===== src/rtl/core/skq_pkg.sv =====
// Types, codes and sizing for the sorted key queue.
// No dependencies; used by every module of the block.
package skq_pkg;

    localparam int CAPACITY = 16;
    localparam int CNT_W    = $clog2(CAPACITY);

    localparam logic [1:0] OP_INSERT = 2'd0;
    localparam logic [1:0] OP_POP    = 2'd1;
    localparam logic [1:0] OP_RANGE  = 2'd2;

    typedef struct packed {
        logic [1:0]  operation;
        logic [31:0] key;
        logic [31:0] value;
        logic [31:0] range_low;
        logic [31:0] range_high;
    } cmd_t;

    typedef struct packed {
        logic        success;
        logic [31:0] out_key;
        logic [31:0] out_value;
        logic        last;
    } result_t;

    typedef struct packed {
        logic        valid;
        logic [31:0] key;
        logic [31:0] value;
    } entry_t;

    typedef enum logic [2:0] {
        CELL_HOLD,
        CELL_UPDATE,
        CELL_INSERT,
        CELL_POP,
        CELL_ROTATE
    } cell_cmd_t;

    typedef struct packed {
        cell_cmd_t   cmd;
        logic [31:0] key;
        logic [31:0] value;
    } cell_ctl_t;

    typedef struct packed {
        logic   found;
        logic   full;
        entry_t head;
    } skq_status_t;

    typedef enum logic [1:0] {
        ST_IDLE,
        ST_SCAN,
        ST_FIN
    } state_t;

endpackage


===== src/rtl/core/skq_cell.sv =====
// One slot of the sorted chain: holds an entry, compares it with the
// incoming key and takes data from its left or right neighbor. Uses skq_pkg.
module skq_cell
    import skq_pkg::*;
(
    input  logic      clk,
    input  logic      rst_n,
    input  cell_ctl_t ctl,
    input  entry_t    left,
    input  logic      left_gt,
    input  entry_t    right,
    output entry_t    entry,
    output logic      gt,
    output logic      eq
);

    logic        valid_reg;
    logic [31:0] key_reg;
    logic [31:0] value_reg;
    entry_t      entry_next;

    assign entry = '{valid: valid_reg, key: key_reg, value: value_reg};
    // Empty slots count as larger than any key, so the first one takes an insert.
    assign gt    = !valid_reg || (key_reg > ctl.key);
    assign eq    = valid_reg && (key_reg == ctl.key);

    always_comb
    begin
        entry_next = entry;
        case (ctl.cmd)
            CELL_UPDATE:
            begin
                if (eq)
                begin
                    entry_next.value = ctl.value;
                end
            end
            CELL_INSERT:
            begin
                if (gt)
                begin
                    if (left_gt)
                    begin
                        entry_next = left;
                    end
                    else
                    begin
                        entry_next = '{valid: 1'b1, key: ctl.key, value: ctl.value};
                    end
                end
            end
            CELL_POP, CELL_ROTATE:
            begin
                entry_next = right;
            end
            default:
            begin
                entry_next = entry;
            end
        endcase
    end

    always_ff @(posedge clk or negedge rst_n)
    begin
        if (!rst_n)
        begin
            valid_reg <= 1'b0;
        end
        else
        begin
            valid_reg <= entry_next.valid;
        end
    end

    always_ff @(posedge clk)
    begin
        key_reg   <= entry_next.key;
        value_reg <= entry_next.value;
    end

endmodule


===== src/rtl/core/skq_ctrl.sv =====
// Sequencer of the sorted key queue: decodes transactions, drives the
// chain commands and registers results. Uses skq_pkg.
module skq_ctrl
    import skq_pkg::*;
(
    input  logic        clk,
    input  logic        rst_n,
    input  logic        start,
    input  cmd_t        cmd,
    input  skq_status_t status,
    output cell_ctl_t   cell_ctl,
    output logic        busy,
    output logic        strobe,
    output result_t     result
);

    state_t      state_reg, state_next;
    logic [CNT_W-1:0] count_reg, count_next;
    logic        pend_valid_reg, pend_valid_next;
    logic [31:0] pend_key_reg, pend_key_next;
    logic [31:0] pend_value_reg, pend_value_next;
    logic [31:0] low_reg, low_next;
    logic [31:0] high_reg, high_next;
    logic        strobe_reg, strobe_next;
    result_t     result_reg, result_next;

    logic        accept;
    logic        match;
    logic        scan_end;

    assign accept   = start && (state_reg == ST_IDLE);
    assign match    = status.head.valid && (status.head.key >= low_reg)
                      && (status.head.key <= high_reg);
    assign scan_end = (count_reg == CNT_W'(CAPACITY - 1));

    assign busy   = (state_reg != ST_IDLE);
    assign strobe = strobe_reg;
    assign result = result_reg;

    // next state
    always_comb
    begin
        state_next = state_reg;
        case (state_reg)
            ST_IDLE:
            begin
                if (accept && (cmd.operation == OP_RANGE))
                begin
                    state_next = ST_SCAN;
                end
            end
            ST_SCAN:
            begin
                if (scan_end)
                begin
                    state_next = ST_FIN;
                end
            end
            ST_FIN:
            begin
                state_next = ST_IDLE;
            end
            default:
            begin
                state_next = ST_IDLE;
            end
        endcase
    end

    // outputs and datapath
    always_comb
    begin
        cell_ctl        = '{cmd: CELL_HOLD, key: cmd.key, value: cmd.value};
        count_next      = count_reg;
        pend_valid_next = pend_valid_reg;
        pend_key_next   = pend_key_reg;
        pend_value_next = pend_value_reg;
        low_next        = low_reg;
        high_next       = high_reg;
        strobe_next     = 1'b0;
        result_next     = result_reg;
        case (state_reg)
            ST_IDLE:
            begin
                if (accept)
                begin
                    result_next = '{success: 1'b0, out_key: '0, out_value: '0, last: 1'b1};
                    strobe_next = 1'b1;
                    case (cmd.operation)
                        OP_INSERT:
                        begin
                            if (status.found)
                            begin
                                cell_ctl.cmd = CELL_UPDATE;
                            end
                            else if (!status.full)
                            begin
                                cell_ctl.cmd = CELL_INSERT;
                            end
                            result_next.success = status.found || !status.full;
                        end
                        OP_POP:
                        begin
                            cell_ctl.cmd = CELL_POP;
                            if (status.head.valid)
                            begin
                                result_next.success   = 1'b1;
                                result_next.out_key   = status.head.key;
                                result_next.out_value = status.head.value;
                            end
                        end
                        OP_RANGE:
                        begin
                            strobe_next     = 1'b0;
                            count_next      = '0;
                            pend_valid_next = 1'b0;
                            low_next        = cmd.range_low;
                            high_next       = cmd.range_high;
                        end
                        default:
                        begin
                            cell_ctl.cmd = CELL_HOLD;
                        end
                    endcase
                end
            end
            ST_SCAN:
            begin
                // Chain rotates once around; a match is held back until the next one is
                // seen so the final one can carry last.
                cell_ctl.cmd = CELL_ROTATE;
                count_next   = count_reg + 1'b1;
                if (match)
                begin
                    if (pend_valid_reg)
                    begin
                        strobe_next = 1'b1;
                        result_next = '{success: 1'b1, out_key: pend_key_reg,
                                        out_value: pend_value_reg, last: 1'b0};
                    end
                    pend_valid_next = 1'b1;
                    pend_key_next   = status.head.key;
                    pend_value_next = status.head.value;
                end
            end
            ST_FIN:
            begin
                strobe_next = 1'b1;
                if (pend_valid_reg)
                begin
                    result_next = '{success: 1'b1, out_key: pend_key_reg,
                                    out_value: pend_value_reg, last: 1'b1};
                end
                else
                begin
                    result_next = '{success: 1'b0, out_key: '0, out_value: '0, last: 1'b1};
                end
            end
            default:
            begin
                strobe_next = 1'b0;
            end
        endcase
    end

    always_ff @(posedge clk or negedge rst_n)
    begin
        if (!rst_n)
        begin
            state_reg      <= ST_IDLE;
            count_reg      <= '0;
            pend_valid_reg <= 1'b0;
            strobe_reg     <= 1'b0;
        end
        else
        begin
            state_reg      <= state_next;
            count_reg      <= count_next;
            pend_valid_reg <= pend_valid_next;
            strobe_reg     <= strobe_next;
        end
    end

    always_ff @(posedge clk)
    begin
        pend_key_reg   <= pend_key_next;
        pend_value_reg <= pend_value_next;
        low_reg        <= low_next;
        high_reg       <= high_next;
        result_reg     <= result_next;
    end

endmodule


===== src/rtl/core/sorted_key_queue_upsert_range.sv =====
// Top level of the sorted key queue: a chain of skq_cell slots and the
// skq_ctrl sequencer. Uses skq_pkg.
//
// Usage:
// - A transaction (cmd) is taken at a rising edge with start high and busy low.
// - Results appear on result for one cycle, flagged by strobe; the receiver
//   takes every result and cannot hold them off.
// - Insert/update, pop and the unused code each give one result in the cycle
//   after acceptance, with busy staying low: one transaction per cycle.
// - A range query rotates the entry chain once around, one slot per cycle,
//   with busy high throughout. Matches come out in key order, each held
//   back until the next match is seen at the head; the final result (last
//   match, or a failed result when nothing matched) is on the ports in the
//   cycle in which busy falls.
// - Entries stay sorted by ascending key from slot 0; insert and pop shift the
//   chain by one slot as the transaction is taken.
// - Reset empties the store and returns the sequencer to idle; no clearing
//   pass is needed since every slot carries its own valid flag.
module sorted_key_queue_upsert_range
    import skq_pkg::*;
(
    input  logic    clk,
    input  logic    rst_n,
    input  logic    start,
    output logic    busy,
    input  cmd_t    cmd,
    output logic    strobe,
    output result_t result
);

    cell_ctl_t         cell_ctl;
    skq_status_t       status;
    entry_t            ent [CAPACITY];
    logic [CAPACITY-1:0] gt_vec;
    logic [CAPACITY-1:0] eq_vec;

    assign status = '{found: |eq_vec, full: ent[CAPACITY-1].valid, head: ent[0]};

    for (genvar i = 0; i < CAPACITY; i++)
    begin : g_cell
        entry_t left;
        logic   left_gt;
        entry_t right;

        if (i == 0)
        begin : g_first
            assign left    = '0;
            assign left_gt = 1'b0;
        end
        else
        begin : g_mid_l
            assign left    = ent[i-1];
            assign left_gt = gt_vec[i-1];
        end

        if (i == CAPACITY - 1)
        begin : g_tail
            // Tail wraps to the head while rotating, empties on pop.
            assign right = (cell_ctl.cmd == CELL_ROTATE) ? ent[0] : '0;
        end
        else
        begin : g_mid_r
            assign right = ent[i+1];
        end

        skq_cell u_cell (
            .clk     (clk),
            .rst_n   (rst_n),
            .ctl     (cell_ctl),
            .left    (left),
            .left_gt (left_gt),
            .right   (right),
            .entry   (ent[i]),
            .gt      (gt_vec[i]),
            .eq      (eq_vec[i])
        );
    end

    skq_ctrl u_ctrl (
        .clk      (clk),
        .rst_n    (rst_n),
        .start    (start),
        .cmd      (cmd),
        .status   (status),
        .cell_ctl (cell_ctl),
        .busy     (busy),
        .strobe   (strobe),
        .result   (result)
    );

endmodule


===== config.mk =====
export PLATFORM = sky130hd
export DESIGN_NAME = sorted_key_queue_upsert_range
export DESIGN_NICKNAME = d
export VERILOG_FILES = /design/src/rtl/core/skq_pkg.sv /design/src/rtl/core/skq_cell.sv /design/src/rtl/core/skq_ctrl.sv /design/src/rtl/core/sorted_key_queue_upsert_range.sv
export SDC_FILE = /design/constraint.sdc
export NUM_CORES = 2
export LEC_CHECK = 0
export BUFFER_PORTS_ARGS = -buffer_cell sky130_fd_sc_hd__buf_2
export CELL_PAD_IN_SITES_DETAIL_PLACEMENT = 1
export CELL_PAD_IN_SITES_GLOBAL_PLACEMENT = 1
export CORE_MARGIN = 2
export CORE_UTILIZATION = 52
export DETAILED_ROUTE_END_ITERATION = 10
export PLACE_DENSITY_LB_ADDON = 0.1
export SYNTH_ARGS = -nofsm -noshare
export SYNTH_HDL_FRONTEND = slang
export SYNTH_SLANG_ARGS = --single-unit

===== constraint.sdc =====
create_clock -name clk -period 9 [get_ports clk]
set_clock_uncertainty 0.15 [all_clocks]
set_input_delay 1.8 -clock clk [delete_from_list [all_inputs] [get_ports clk]]
set_output_delay 1.8 -clock clk [all_outputs]
set_load 0.05 [all_outputs]

==> results.toml <==
[sta]
rsz0062_at_grt = "false"
hold_violations = 0
timing.fmax_mhz = 136
tightest_slew_ns = 1.57
finalSetupViolations = 0
hold_ws_ns = 0.370
fin_crit_sh = 0.817
slew_viol_final = 5
fin_crit_ns = 7.36
tns_ns = 0
slew_headroom = -0.0581

[synthesis]
ys_async_sr_fraction = 0.0193
synth_cell_type_count = 70
ys_ff_latch = 1242
synth.avg_cell_area_um2 = 11.6
synth-edff-count = 1218
syn_area_mm2 = 0.0708
synth_ff_type = "edfxtp_1"
yosysWarnings = 0
synth_seq_area_share = 0.525
synth_fp_nets = 6808
netlist_instances = 6092

[global_routing]
grt_pass1_wl_um = 394000
grt_max_degree = 277
grt_use_total = 0.386
grt_antenna_before_repair = 33
overflow = 0
grt_pass1_vias = 56200

[die]
die_h_um = 373
row_count = 135
core_area_mm2 = 0.135
dieWidth_um = 373
io_pins = 201
initial_core_util = 0.523
dieArea_mm2 = 0.139

[detailed_routing]
vias_per_cell = 6.88
route.detailed.drc = 0
ant_nets = 0
via_count = 55500
wl_per_cell_um = 33.9
wirelength_um = 273000
first_iter_violations = 7084
first_pass_iters = 6

[critical_path]
end_kind = "register"
crit_arrival_ns = 7.63
crit_family = "simple AND/OR/NAND/NOR gates"
startpoint_type = "input port"
crit_chain = "buf_2 -> inv_1 -> ha_1 -> nand4_1 -> nor4_2 -> nand3_1 -> nand4_1 -> nor4_4 -> a31oi_4 -> o21a_2 -> inv_1 -> buf_4"
critical_path_class = "in2reg"
critPathBufInv = 4
worst_path_max_delay_cell = "nor4_2"
crit_fanout = 32
max_stage_delay_ns = 1.22
required_ns = 9.27

[layout]
finalNetCount = 6870
drive_gt1_frac = 0.0997
fillerInstances = 13700
area_delta_synth_final_pct = 10.9
layout_common_cells = "edfxtp_1, o21ai_0, nand2_1"
regArea_mm2 = 0.0372
stdcell_count = 8069
multi_input_area_mm2 = 0.0315
fin_util = 0.580
final_common_cell = "edfxtp_1"

[place]
place.gp.congestion = 0.988
hpwl_um = 182000
dp_cells = 7789
portBuffers = 200

[power_and_ir_drop]
power.density_mw_per_mm2 = 468
ir_worst_vdd_mv = 0.413
power_leakage_uw = 0.0306

[run]
max-cap-violations = 2

[clock_network]
clock_tree.buffer_depth = 3
htreeDepth = 4
clk_pin_slew_ns = 0.06
cts_resized = 0
clkSinkCount = 1242
cts-buffers-inserted = 144
post-cts-setup-buffer-count = 0
cts_tree = "yes"
holdBufCountCts = 0
root_buffer = "clkbuf_16"
clock_latency_ns = 0.81

[min_path]
holdCritPathClass = "reg2reg"

[run_status]
status = "complete, but fails checks"
violations = "capacitance limit, slew limit"
[synth_stat cells, types with 6 or more instances]
master / instances / share of area
edfxtp_1: 1218 / 0.52
o21ai_0: 654 / 0.046
nand2_1: 637 / 0.034
ha_1: 583 / 0.10
mux2i_1: 477 / 0.067
a221o_1: 416 / 0.059
and2_1: 356 / 0.031
clkbuf_1: 235 / 0.012
a21oi_1: 230 / 0.016
inv_1: 218 / 0.012
buf_2: 145 / 0.010
nand4_1: 141 / 0.012
nor2_1: 111 / 0.0059
nand3_1: 68 / 0.0048
a22o_1: 66 / 0.0082
a22oi_1: 64 / 0.0068
and2_0: 60 / 0.0053
a21o_1: 38 / 0.0040
a211oi_1: 35 / 0.0037
o21a_1: 35 / 0.0037
nor3_1: 32 / 0.0023
nor4_1: 26 / 0.0023
dfrtp_1: 24 / 0.0085
buf_1: 23 / 0.0012
a211o_1: 21 / 0.0026
o221ai_1: 20 / 0.0025
o21ai_1: 17 / 0.0012
a222oi_1: 12 / 0.0017
a2111oi_0: 11 / 0.0014
o211ai_1: 10 / 0.0011
a221oi_1: 9 / 0.0011
and3_1: 9 / 0.00080
nand2b_1: 9 / 0.00080
buf_4: 8 / 0.00085
buf_6: 7 / 0.0011
nor2b_1: 7 / 0.00062
a31oi_1: 6 / 0.00053
or3_1: 6 / 0.00053
[per-stage QoR]
| step | setup WS (ns) | area, um2 | power (uW) |
|---|---|---|---|
| floorplan | 1.28 | 70800 | 23400 |
| global placement | 0.431 | 73800 | 29400 |
| detailed placement | 1.03 | 73800 | 30200 |
| CTS | 1.88 | 78400 | 36300 |
| global route | 1.62 | 78500 | 38200 |
| finish | 1.64 | 78500 | 36800 |
[routing by layer]
layer | global-route usage | part of all wire
met3 | 0.0960 | 0.11
met1 | 0.520 | 0.40
met2 | 0.585 | 0.44
met4 | 0.180 | 0.051
met5 | 0 | 0.00042
[power by group]
group | total [uW] | internal, uW | switching (uW)
Clock | 5920 | 3360 | 2560
Sequential | 14000 | 11300 | 2710
Combinational | 16800 | 5530 | 11300
Total | 36800 | 20200 | 16500
[cell type report]
type,count,share of cell area
clock inverter,90,0.0111
timing repair buffer,334,0.0268
antenna,21,0.000670
multi-input combinational,4214,0.401
sequential,1242,0.474
tap,1781,0.0284
inverter,218,0.0104
clock buffer,169,0.0476
[logic make-up (layout without fill, tap and decap cells)]
kind of cell,after synthesis,in the layout,synth area share
buffers and inverters,636,811,0.0374
adder cells (fa/ha/maj),583,583,0.103
multiplexers,478,478,0.0676
AND/OR/NAND/NOR,1478,1478,0.103
AO/OA/AOI/OAI,1675,1675,0.164
other,0,21,0
flip-flops,1242,1242,0.525
[worst paths after layout]
kind	start	endpoint	slack [ns]	depth (start not counted)
worst max-delay path	cmd[127]	g_cell[13].u_cell.key_reg[24]	1.64	12
worst min-delay path	g_cell[0].u_cell.value_reg[22]	u_ctrl.pend_value_reg[22]	0.37	0
worst max register to register	g_cell[9].u_cell.key_reg[30]	g_cell[13].u_cell.key_reg[24]	3.10	10
worst min register to register	g_cell[0].u_cell.value_reg[22]	u_ctrl.pend_value_reg[22]	0.37	0
max in group asynchronous	rst_n	g_cell[1].u_cell.valid_reg	7.33	1
min in group asynchronous	rst_n	u_ctrl.pend_valid_reg	0.89	1
(Power assumes the default switching activity.)
